===== config.mk =====
export PLATFORM = sky130hd
export DESIGN_NAME = utf8_stream_decoder_top
export DESIGN_NICKNAME = d
export VERILOG_FILES = /design/src/u8d_pkg.sv /design/src/u8d_ctrl.sv /design/src/u8d_datapath.sv /design/src/utf8_stream_decoder_top.sv
export SDC_FILE = /design/constraint.sdc
export NUM_CORES = 1
export LEC_CHECK = 0
export BUFFER_PORTS_ARGS = -buffer_cell sky130_fd_sc_hd__buf_2
export CAP_MARGIN = 20
export CELL_PAD_IN_SITES_DETAIL_PLACEMENT = 1
export CELL_PAD_IN_SITES_GLOBAL_PLACEMENT = 1
export CORE_ASPECT_RATIO = 0.6
export CORE_MARGIN = 2
export CORE_UTILIZATION = 44
export DETAILED_ROUTE_END_ITERATION = 10
export GPL_TIMING_DRIVEN = 0
export PLACE_DENSITY = 0.8
export SYNTH_ARGS = -nofsm -noshare
export SYNTH_HDL_FRONTEND = slang
export SYNTH_SLANG_ARGS = --single-unit

===== constraint.sdc =====
create_clock -name aclk -period 5.8 [get_ports aclk]
set_clock_uncertainty 0.05 [all_clocks]
set_input_delay 1.16 -clock aclk [delete_from_list [all_inputs] [get_ports aclk]]
set_output_delay 1.16 -clock aclk [all_outputs]
set_load 0.005 [all_outputs]

===== src/u8d_pkg.sv =====
// shared types, constants and helpers for the utf-8 stream decoder
package u8d_pkg;

    // input beat payload
    typedef struct packed {
        logic [7:0] data_byte;
        logic       stream_end;
    } u8d_in_t;

    // result beat payload
    typedef struct packed {
        logic [31:0] code_point;
        logic        valid_res;
        logic [2:0]  bytes_used;
        logic        run_last;
        logic        final_result;
    } u8d_out_t;

    // controller to datapath
    typedef struct packed {
        logic append;
        logic emit;
    } u8d_cmd_t;

    // datapath to controller
    typedef struct packed {
        logic decided;
        logic last;
    } u8d_status_t;

    localparam logic [31:0] ERR_RESET   = 32'h0000_FFFD;
    localparam logic [2:0]  WIN_DEPTH   = 3'd4;
    localparam logic [2:0]  LEN_BAD     = 3'd0;
    localparam logic [2:0]  LEN_ONE     = 3'd1;
    localparam logic [10:0] MIN_TWO     = 11'h080;
    localparam logic [15:0] MIN_THREE   = 16'h0800;
    localparam logic [15:0] SURR_LO     = 16'hD800;
    localparam logic [15:0] SURR_HI     = 16'hDFFF;
    localparam logic [20:0] MIN_FOUR    = 21'h10000;
    localparam logic [20:0] MAX_SCALAR  = 21'h10FFFF;
    localparam logic [1:0]  CONT_TAG    = 2'b10;

    // sequence length from the lead byte, zero when the lead is invalid
    function automatic logic [2:0] lead_len(input logic [7:0] b);
        logic [2:0] len;
        if (b[7] == 1'b0) begin
            len = 3'd1;
        end else if (b[7:5] == 3'b110) begin
            len = 3'd2;
        end else if (b[7:4] == 4'b1110) begin
            len = 3'd3;
        end else if (b[7:3] == 5'b11110) begin
            len = 3'd4;
        end else begin
            len = LEN_BAD;
        end
        return len;
    endfunction

endpackage


===== src/u8d_ctrl.sv =====
// controller: sequences byte intake and result emission
module u8d_ctrl (
    input  logic                 aclk,
    input  logic                 aresetn,
    input  logic                 s_valid,
    output logic                 s_ready,
    output logic                 m_valid,
    input  logic                 m_ready,
    input  u8d_pkg::u8d_status_t status,
    output u8d_pkg::u8d_cmd_t    cmd
);
    import u8d_pkg::*;

    typedef enum logic {
        ST_IDLE,
        ST_RUN
    } state_t;

    state_t state_reg, state_next;
    logic   m_valid_reg, m_valid_next;
    logic   out_free;

    // handshake and commands
    assign s_ready    = (state_reg == ST_IDLE);
    assign out_free   = !m_valid_reg || m_ready;
    assign cmd.append = s_valid && s_ready;
    assign cmd.emit   = (state_reg == ST_RUN) && status.decided && out_free;
    assign m_valid    = m_valid_reg;

    // next state
    always_comb begin
        state_next   = state_reg;
        m_valid_next = m_valid_reg;
        if (m_ready) begin
            m_valid_next = 1'b0;
        end
        if (cmd.emit) begin
            m_valid_next = 1'b1;
        end
        case (state_reg)
            ST_IDLE: begin
                if (cmd.append) begin
                    state_next = ST_RUN;
                end
            end
            ST_RUN: begin
                if (!status.decided) begin
                    state_next = ST_IDLE;
                end else if (cmd.emit && status.last) begin
                    state_next = ST_IDLE;
                end
            end
            default: begin
                state_next = ST_IDLE;
            end
        endcase
    end

    // state and registered outputs
    always_ff @(posedge aclk) begin
        if (!aresetn) begin
            state_reg   <= ST_IDLE;
            m_valid_reg <= 1'b0;
        end else begin
            state_reg   <= state_next;
            m_valid_reg <= m_valid_next;
        end
    end

endmodule


===== src/u8d_datapath.sv =====
// datapath: byte window, sequence check and result register
module u8d_datapath (
    input  logic                 aclk,
    input  logic                 aresetn,
    input  u8d_pkg::u8d_in_t     s_data,
    input  logic                 cfg_valid,
    input  logic [31:0]          cfg_data,
    input  u8d_pkg::u8d_cmd_t    cmd,
    output u8d_pkg::u8d_status_t status,
    output u8d_pkg::u8d_out_t    m_data
);
    import u8d_pkg::*;

    logic [7:0]  win_reg [4];
    logic [7:0]  win_next [4];
    logic [2:0]  cnt_reg, cnt_next;
    logic        end_reg;
    logic [31:0] err_reg;
    u8d_out_t    out_reg;

    logic [2:0]  len, used, rem, len_rem;
    logic        cont_ok, range_ok, ok;
    logic [10:0] v2;
    logic [15:0] v3;
    logic [20:0] v4;
    logic [31:0] cp;
    logic [2:0]  src;

    // lead length and continuation tags
    assign len     = lead_len(win_reg[0]);
    assign cont_ok = (len < 3'd2 || win_reg[1][7:6] == CONT_TAG)
                  && (len < 3'd3 || win_reg[2][7:6] == CONT_TAG)
                  && (len < 3'd4 || win_reg[3][7:6] == CONT_TAG);

    // assembled values per length
    assign v2 = {win_reg[0][4:0], win_reg[1][5:0]};
    assign v3 = {win_reg[0][3:0], win_reg[1][5:0], win_reg[2][5:0]};
    assign v4 = {win_reg[0][2:0], win_reg[1][5:0], win_reg[2][5:0], win_reg[3][5:0]};

    // overlong, surrogate and range checks
    always_comb begin
        case (len)
            3'd2:    range_ok = (v2 >= MIN_TWO);
            3'd3:    range_ok = (v3 >= MIN_THREE) && !(v3 >= SURR_LO && v3 <= SURR_HI);
            3'd4:    range_ok = (v4 >= MIN_FOUR) && (v4 <= MAX_SCALAR);
            default: range_ok = 1'b1;
        endcase
    end

    // decision for the window head
    always_comb begin
        ok = 1'b0;
        cp = err_reg;
        if (len == LEN_ONE) begin
            ok = 1'b1;
            cp = {24'd0, win_reg[0]};
        end else if (len != LEN_BAD && cnt_reg >= len && cont_ok && range_ok) begin
            ok = 1'b1;
            case (len)
                3'd2:    cp = {21'd0, v2};
                3'd3:    cp = {16'd0, v3};
                default: cp = {11'd0, v4};
            endcase
        end
    end

    assign used           = ok ? len : LEN_ONE;
    assign status.decided = (cnt_reg != 3'd0)
                         && (len == LEN_BAD || len == LEN_ONE || cnt_reg >= len || end_reg);

    // is the next head still waiting for bytes
    assign rem         = (used > cnt_reg) ? 3'd0 : cnt_reg - used;
    assign len_rem     = lead_len(win_reg[used[1:0]]);
    assign status.last = (rem == 3'd0)
                      || (!end_reg && len_rem != LEN_BAD && len_rem != LEN_ONE && rem < len_rem);

    // window update: append a byte or drop the consumed head
    always_comb begin
        for (int i = 0; i < 4; i++) begin
            win_next[i] = win_reg[i];
        end
        cnt_next = cnt_reg;
        src      = 3'd0;
        if (cmd.append) begin
            if (cnt_reg < WIN_DEPTH) begin
                win_next[cnt_reg[1:0]] = s_data.data_byte;
                cnt_next               = cnt_reg + 3'd1;
            end
        end else if (cmd.emit) begin
            for (int i = 0; i < 4; i++) begin
                src = 3'(i) + used;
                if (src < WIN_DEPTH) begin
                    win_next[i] = win_reg[src[1:0]];
                end
            end
            cnt_next = rem;
        end
    end

    // window contents
    always_ff @(posedge aclk) begin
        for (int i = 0; i < 4; i++) begin
            win_reg[i] <= win_next[i];
        end
    end

    // window count, end flag and error value
    always_ff @(posedge aclk) begin
        if (!aresetn) begin
            cnt_reg <= 3'd0;
            end_reg <= 1'b0;
            err_reg <= ERR_RESET;
        end else begin
            cnt_reg <= cnt_next;
            if (cmd.append) begin
                end_reg <= s_data.stream_end;
            end
            if (cfg_valid) begin
                err_reg <= cfg_data;
            end
        end
    end

    // result register
    always_ff @(posedge aclk) begin
        if (cmd.emit) begin
            out_reg.code_point   <= cp;
            out_reg.valid_res    <= ok;
            out_reg.bytes_used   <= used;
            out_reg.run_last     <= status.last;
            out_reg.final_result <= status.last && end_reg;
        end
    end

    assign m_data = out_reg;

endmodule


===== src/utf8_stream_decoder_top.sv =====
// top level of the utf-8 stream decoder
//
// Input channel s_: one UTF-8 byte per beat, with a stream_end flag on the
// last byte of a stream. Result channel m_: one decoded code point per beat,
// or the error value with valid_res low, plus bytes_used, run_last (last
// result caused by an input beat) and final_result (last result of a stream).
// Config channel cfg_: writes the error value; always ready. The user must
// see that it is written only while idle; the block does not enforce this.
// Flow: a byte is first appended to the window; the datapath then decides
// its results one at a time over the four-byte window, and each is
// registered into the output register with m_valid once that register is
// free. Error retries and the end-of-stream flush add further results from
// the same beat. Reset clears the window, drops any pending result and
// restores the error value to 0xFFFD. When the receiver stalls, the result
// stays in the output register and decoding holds; input is accepted again
// once every result released by the previous beat has been issued, so no
// new byte is taken while the last one is still being decoded.
module utf8_stream_decoder_top (
    input  logic               aclk,
    input  logic               aresetn,
    input  logic               s_valid,
    output logic               s_ready,
    input  u8d_pkg::u8d_in_t   s_data,
    output logic               m_valid,
    input  logic               m_ready,
    output u8d_pkg::u8d_out_t  m_data,
    input  logic               cfg_valid,
    output logic               cfg_ready,
    input  logic [31:0]        cfg_data
);
    import u8d_pkg::*;

    u8d_cmd_t    cmd;
    u8d_status_t status;

    assign cfg_ready = 1'b1;

    // control
    u8d_ctrl u_ctrl (
        .aclk    (aclk),
        .aresetn (aresetn),
        .s_valid (s_valid),
        .s_ready (s_ready),
        .m_valid (m_valid),
        .m_ready (m_ready),
        .status  (status),
        .cmd     (cmd)
    );

    // window and decode
    u8d_datapath u_datapath (
        .aclk      (aclk),
        .aresetn   (aresetn),
        .s_data    (s_data),
        .cfg_valid (cfg_valid && cfg_ready),
        .cfg_data  (cfg_data),
        .cmd       (cmd),
        .status    (status),
        .m_data    (m_data)
    );

    // an accepted beat is followed by decoding before input is ready again
    a_intake_gap: assert property (@(posedge aclk) disable iff (!aresetn)
        s_valid && s_ready |=> !s_ready)
        else $error("input accepted on back-to-back cycles");

    // an error result always consumes exactly one byte
    a_err_one_byte: assert property (@(posedge aclk) disable iff (!aresetn)
        m_valid && !m_data.valid_res |-> m_data.bytes_used == 3'd1)
        else $error("error result consumed more than one byte");

    // bytes_used stays within one to four
    a_used_range: assert property (@(posedge aclk) disable iff (!aresetn)
        m_valid |-> m_data.bytes_used != 3'd0 && m_data.bytes_used <= 3'd4)
        else $error("bytes_used out of range");

    // the stream's last result closes its beat's run
    a_final_last: assert property (@(posedge aclk) disable iff (!aresetn)
        m_valid && m_data.final_result |-> m_data.run_last)
        else $error("final result without run_last");

endmodule


## Word level (Yosys, flattened, before mapping)

Memory sizes are Yosys's and may differ from the RTL's.
Index checks and enable logic that the tools add are counted.

- Bits of input ports: 46
- Logic and storage cells: 125
- RAM bits: 32
- Flip-flop bits (word level): 76
- Output and inout bits: 41
- Memories: 1

Memories:

| name | depth | width | read ports | clocked after Yosys merged registers in | write ports | line | text |
|---|---|---|---|---|---|---|---|
| u_datapath.win_reg | 4 | 8 | 8 | 0 | 4 | u8d_datapath.sv:14 | `logic [7:0] win_reg [4];` |

- Equal/unequal tests: 15
- Add/sub/neg operators: 5
- $lt $le $gt $ge: 19
- Mux-type cells: 35
- Bitwise logic cells: 2
- Reductions and logical operators: 37

Operators by type and width:

| kind | number |
|---|---|
| 32-bit 2-to-1 mux | 4 |
| 8-bit 2-to-1 mux | 6 |
| 21-bit one-hot mux with 2 select lines | 1 |
| 3-bit 2-to-1 mux | 13 |
| 32-bit bitwise mux | 1 |
| 21-bit by 17-bit greater-or-equal comparator with 1-bit output (second input constant) | 1 |
| 21-bit <= comparator (second input constant) | 1 |
| 1-bit logical AND | 18 |
| 3-bit < comparator (second input constant) | 6 |
| 8-bit demux with 2-bit select | 1 |
| 16-bit by 12-bit greater-or-equal comparator with 1-bit output (second input constant) | 1 |
| 16-bit greater-or-equal comparator (second input constant) | 1 |
| 16-bit <= comparator (second input constant) | 1 |
| 11-bit by 8-bit greater-or-equal comparator with 1-bit output (second input constant) | 1 |
| 5-bit equality test (second input constant) | 2 |
| 3-bit equality test (second input constant) | 3 |
| 3-bit nonzero test | 3 |
| 4-bit equality test (second input constant) | 2 |
| 1-bit logical OR | 8 |
| 1-bit 2-to-1 mux | 7 |
| 2-bit by 3-bit adder with 3-bit output (first input constant) | 2 |
| 2-bit equality test (second input constant) | 3 |
| 3-bit by 2-bit equality test with 1-bit output (second input constant) | 2 |
| 3-bit logical NOT | 2 |
| 19 further kinds | 23 |

## Logic depth before layout (Yosys ltp)

An unclocked memory read counts as a cell.

- Depth in word-level cells: 30
- Depth in mapped cells: 21
- Depth with buffers taken out: 19

## Hierarchy

From an unflattened synthesis, not the netlist that was laid out.

- Cells, all modules: 608
- Area, all modules: 6228.5 um^2

Modules (own cells, without submodules):

| module | area each (um^2) | cells each | instances |
|---|---|---|---|
| u8d_datapath | 6112.1 | 593 | 1 |
| u8d_ctrl | 105.1 | 13 | 1 |
| utf8_stream_decoder_top | 11.3 | 2 | 1 |

## Least setup slack after synthesis

OpenSTA, ideal clock, no wires.

- Kind: reg-to-reg
- Start point: memory u_datapath.win_reg[0][5]
- End point: register u_ctrl.state_reg
- Path buffers: 2
- Cell stages (with the launch flop): 20
- Arrival: 4993 ps
- Data required time: 5628 ps
- Path slack: 635 ps
- Setup time: 122 ps
- Cell sequence: edfxtp_1 -> clkbuf_1 -> a21oi_1 -> inv_1 -> ha_1 -> nand2_1 -> o21ai_0 -> nand3_2 -> nor4_4 -> clkbuf_1 -> inv_1 -> ha_1 -> inv_1 -> fa_1 -> nor2b_1 -> ha_1 -> a21o_1 -> a211o_1 -> or4_1 -> o311a_1

RTL lines:

| element | line | text |
|---|---|---|
| start, declared | u8d_datapath.sv:14 |  |
| end signal, assigned | u8d_ctrl.sv:65 | `state_reg <= state_next;` |
| end, declared | u8d_ctrl.sv:19 | `state_t state_reg, state_next;` |

==> impl_metrics.prom <==
# TYPE chip_impl_metric gauge
chip_impl_metric{name="dieArea",unit="µm²"} 14480
chip_impl_metric{name="antenna_found_initial",unit=""} 0
chip_impl_metric{name="post_drt_via_cell_ratio",unit=""} 6.121
chip_impl_metric{name="setup-tns-final",unit="ns"} 0
chip_impl_metric{name="area.sequential",unit="µm²"} 2863
chip_impl_metric{name="ctsHoldBuffers",unit=""} 0
chip_impl_metric{name="rows",unit=""} 32
chip_impl_info{name="run_status",value="finished, final reports clean"} 1
chip_impl_metric{name="num_vias",unit=""} 5509
chip_impl_metric{name="routedWlPerCell",unit="µm"} 23.64
chip_impl_metric{name="synth_sequential_area_ratio",unit=""} 0.4819
chip_impl_metric{name="slew_violations",unit=""} 0
chip_impl_metric{name="drcViolationCount",unit=""} 0
chip_impl_metric{name="clk_path_buf_depth",unit=""} 2
chip_impl_metric{name="setup_viol_count_final",unit=""} 0
chip_impl_metric{name="maximum_number_of_pins_on_one_net_before_global_route_repair",unit=""} 37
chip_impl_info{name="timing.hold.worst.class",value="reg -> reg"} 1
chip_impl_metric{name="synthesis.instances",unit=""} 630
chip_impl_metric{name="largest_reg_flops",unit=""} 38
chip_impl_metric{name="power.static_leakage",unit="nW"} 2.777
chip_impl_metric{name="ys_warn_count",unit=""} 0
chip_impl_info{name="timing.setup.critical_path_class",value="reg -> reg"} 1
chip_impl_info{name="netlist.top_cell.by_area",value="edfxtp_1"} 1
chip_impl_metric{name="antenna_cells",unit=""} 0
chip_impl_metric{name="clk_latency",unit="ns"} 0.36
chip_impl_metric{name="critPathRequiredTime",unit="ns"} 6.00
chip_impl_metric{name="cap_viol_max_count",unit=""} 0
chip_impl_metric{name="area_overhead_of_the_layout_relative_to_synthesis",unit="%"} 16.24
chip_impl_info{name="synth_top_cells_by_area",value="edfxtp_1 (35%), dfxtp_1 (13%), mux2i_1 (6.9%)"} 1
chip_impl_info{name="rsz0062_at_grt",value="no"} 1
chip_impl_metric{name="drtPass1Iterations",unit=""} 6
chip_impl_metric{name="drt_first_iter_violations",unit=""} 602
chip_impl_metric{name="place_inst",unit=""} 884
chip_impl_info{name="cp-end-kind",value="flop"} 1
chip_impl_metric{name="fp.dieW",unit="µm"} 154.0
chip_impl_metric{name="area_of_the_multi_input_gates",unit="µm²"} 2806
chip_impl_metric{name="vias_in_the_first_global_route",unit=""} 5694
chip_impl_metric{name="yosysUniqueCellTypes",unit=""} 62
chip_impl_metric{name="async_reset_ff_frac",unit=""} 0
chip_impl_metric{name="period_share",unit=""} 0.9477
chip_impl_metric{name="layout.filler_cells",unit=""} 1494
chip_impl_metric{name="edff_count_synth",unit=""} 70
chip_impl_metric{name="timing.final.ws_setup",unit="ns"} 0.3035
chip_impl_metric{name="die_h",unit="µm"} 94.01
chip_impl_metric{name="dp_hpwl",unit="µm"} 15690
chip_impl_metric{name="start_util",unit=""} 0.4565
chip_impl_metric{name="critPathMaxFanout",unit=""} 10
chip_impl_metric{name="track_usage",unit=""} 0.3015
chip_impl_metric{name="fin_worst_hold_slack",unit="ns"} 0.4424
chip_impl_metric{name="grt_first_pass_wirelength",unit="µm"} 32570
chip_impl_metric{name="path_clk_slew",unit="ns"} 0.08
chip_impl_info{name="synth_most_common_cell",value="nand2_1"} 1
chip_impl_metric{name="post_route_minimum_period",unit="ns"} 5.497
chip_impl_metric{name="clock.fmax",unit="MHz"} 181.9
chip_impl_metric{name="syn_area_per_cell",unit="µm²"} 9.430
chip_impl_metric{name="postRouteWirelength",unit="µm"} 21280
chip_impl_info{name="worst_setup_path_start_kind",value="flop"} 1
chip_impl_info{name="clock-root-buffer",value="clkbuf_16"} 1
chip_impl_metric{name="design.final.nets",unit=""} 786
chip_impl_metric{name="numPortBuffers",unit=""} 83
chip_impl_metric{name="synth.top_cell.area_share",unit=""} 0.3538
chip_impl_info{name="ys_dominant_reg_cell",value="edfxtp_1"} 1
chip_impl_metric{name="synth.ff_latch_count",unit=""} 108
chip_impl_metric{name="core_box_area",unit="µm²"} 13010
chip_impl_metric{name="ioPinCount",unit=""} 87
chip_impl_metric{name="synthesized_nets",unit=""} 691
chip_impl_metric{name="powerDensity",unit="nW/µm²"} 591.9
chip_impl_metric{name="place_ws",unit="ns"} -0.8323
chip_impl_metric{name="synth_area",unit="µm²"} 5941
chip_impl_metric{name="total_cts_buffers",unit=""} 9
chip_impl_metric{name="timing.slew.headroom",unit=""} 0.1970
chip_impl_metric{name="finish.utilization",unit=""} 0.5307
chip_impl_info{name="cts_tree",value="yes"} 1
chip_impl_metric{name="grt_overflow",unit=""} 0
chip_impl_metric{name="cp_data_arrival_time",unit="ns"} 5.69
chip_impl_info{name="synth.cells.most_frequent",value="nand2_1 (78), edfxtp_1 (70), nor2_1 (53)"} 1
chip_impl_metric{name="final_antenna_net_count",unit=""} 0
chip_impl_metric{name="max-vdd-ir-drop",unit="V"} 0.0001919
chip_impl_metric{name="clkSinkCount",unit=""} 108
chip_impl_metric{name="cts-htree-levels",unit=""} 3
chip_impl_metric{name="hold_viol",unit=""} 0
chip_impl_metric{name="drive_above_1_share",unit=""} 0.1795
chip_impl_metric{name="final_cell_count_no_fill",unit=""} 900
chip_impl_metric{name="worst-slew-pin-transition",unit="ns"} 1.205
chip_impl_metric{name="place.gp.congestion",unit=""} 0.9187
[critical path, cell delays in order, from the launching register on]
cell	delay (ns)
edfxtp_1	0.46
clkbuf_2	0.32
a21oi_4	0.33
inv_1	0.20
ha_1	0.32
nand2_1	0.05
o21ai_1	0.27
nand3_2	0.21
nor4_4	0.33
clkbuf_2	0.34
inv_1	0.08
ha_1	0.19
inv_1	0.10
fa_1	0.40
nor2b_1	0.19
ha_1	0.33
a21o_1	0.16
a211o_1	0.28
or4_1	0.43
o311a_1	0.34
[through the flow]
step	power [mW]	cell area (µm²)
global route	4.316	6905
finish	4.087	6905
global placement	3.225	6569
floorplan	2.619	5941
CTS	4.005	6907
detailed placement	3.353	6595
[cell families after synthesis]
| kind of cell | share of synthesized area |
|---|---|
| xor gates and xnor gates | 0.002949 |
| and+or+nand+nor | 0.2091 |
| buffers and inverters | 0.04844 |
| muxes | 0.07098 |
| other | 0.0006312 |
| AOI/OAI and AO/OA | 0.1531 |
| DFF | 0.4819 |
| adders and majority gates | 0.03286 |
[cell usage in the layout, fill, tap and decap left out, types with 5 or more instances in the layout]
| master | n |
|---|---|
| a211oi_1 | 12 |
| a21oi_1 | 33 |
| a221oi_1 | 5 |
| a22o_1 | 5 |
| and3_1 | 11 |
| buf_1 | 10 |
| buf_2 | 88 |
| clkbuf_1 | 28 |
| clkbuf_16 | 9 |
| dfxtp_1 | 38 |
| edfxtp_1 | 70 |
| ha_1 | 14 |
| inv_1 | 14 |
| mux2i_1 | 41 |
| nand2_1 | 78 |
| nand2b_1 | 6 |
| nand3_1 | 48 |
| nor2_1 | 53 |
| nor2b_1 | 22 |
| nor3_1 | 10 |
| o21ai_0 | 45 |
| o22ai_1 | 11 |
[area by class of cell]
type                       instances  share of cell area
clock inverter                     7            0.009784
inverter                          17             0.01033
sequential                       108              0.4146
multi-input combinational        454              0.4064
timing repair buffer              85             0.06414
clock buffer                       9             0.03261
buffer                            50             0.03135
tap                              170             0.03080
[metal layers]
metal,up-vias,wire [µm],global-route usage
li1,2469,-,-
met1,2729,9386,0.4130
met2,284,9196,0.4630
met3,27,2390,0.1019
met4,0,305,0.07009
met5,-,0,0
[worst paths after layout]
| path | to | slack, ns | from | depth (start not counted) |
|---|---|---|---|---|
| max | u_ctrl.state_reg | 0.30 | u_datapath.win_reg[0][5] | 19 |
| max reg2reg | u_ctrl.state_reg | 0.30 | u_datapath.win_reg[0][5] | 19 |
| min | u_datapath.err_reg[11] | 0.44 | u_datapath.err_reg[11] | 2 |
| min reg2reg | u_datapath.err_reg[11] | 0.44 | u_datapath.err_reg[11] | 2 |
[timing repair]
| item | 4_1_cts | 5_1_grt |
|---|---|---|
| resized for setup | 3 | 4 |
| setup buffers | 1 | 0 |
| endpoints found under the setup margin | 2 | 2 |
| hold endpoints to repair | 0 | 0 |
| pin swaps | 1 | 0 |
[power by group]
part,switching [mW],internal (mW),total [mW],leakage (nW)
registers,0.170,1.09,1.26,0.966
logic,1.50,0.703,2.20,1.66
clock network,0.320,0.305,0.625,0.146
No activity file was read; power rests on OpenSTA's default activity.
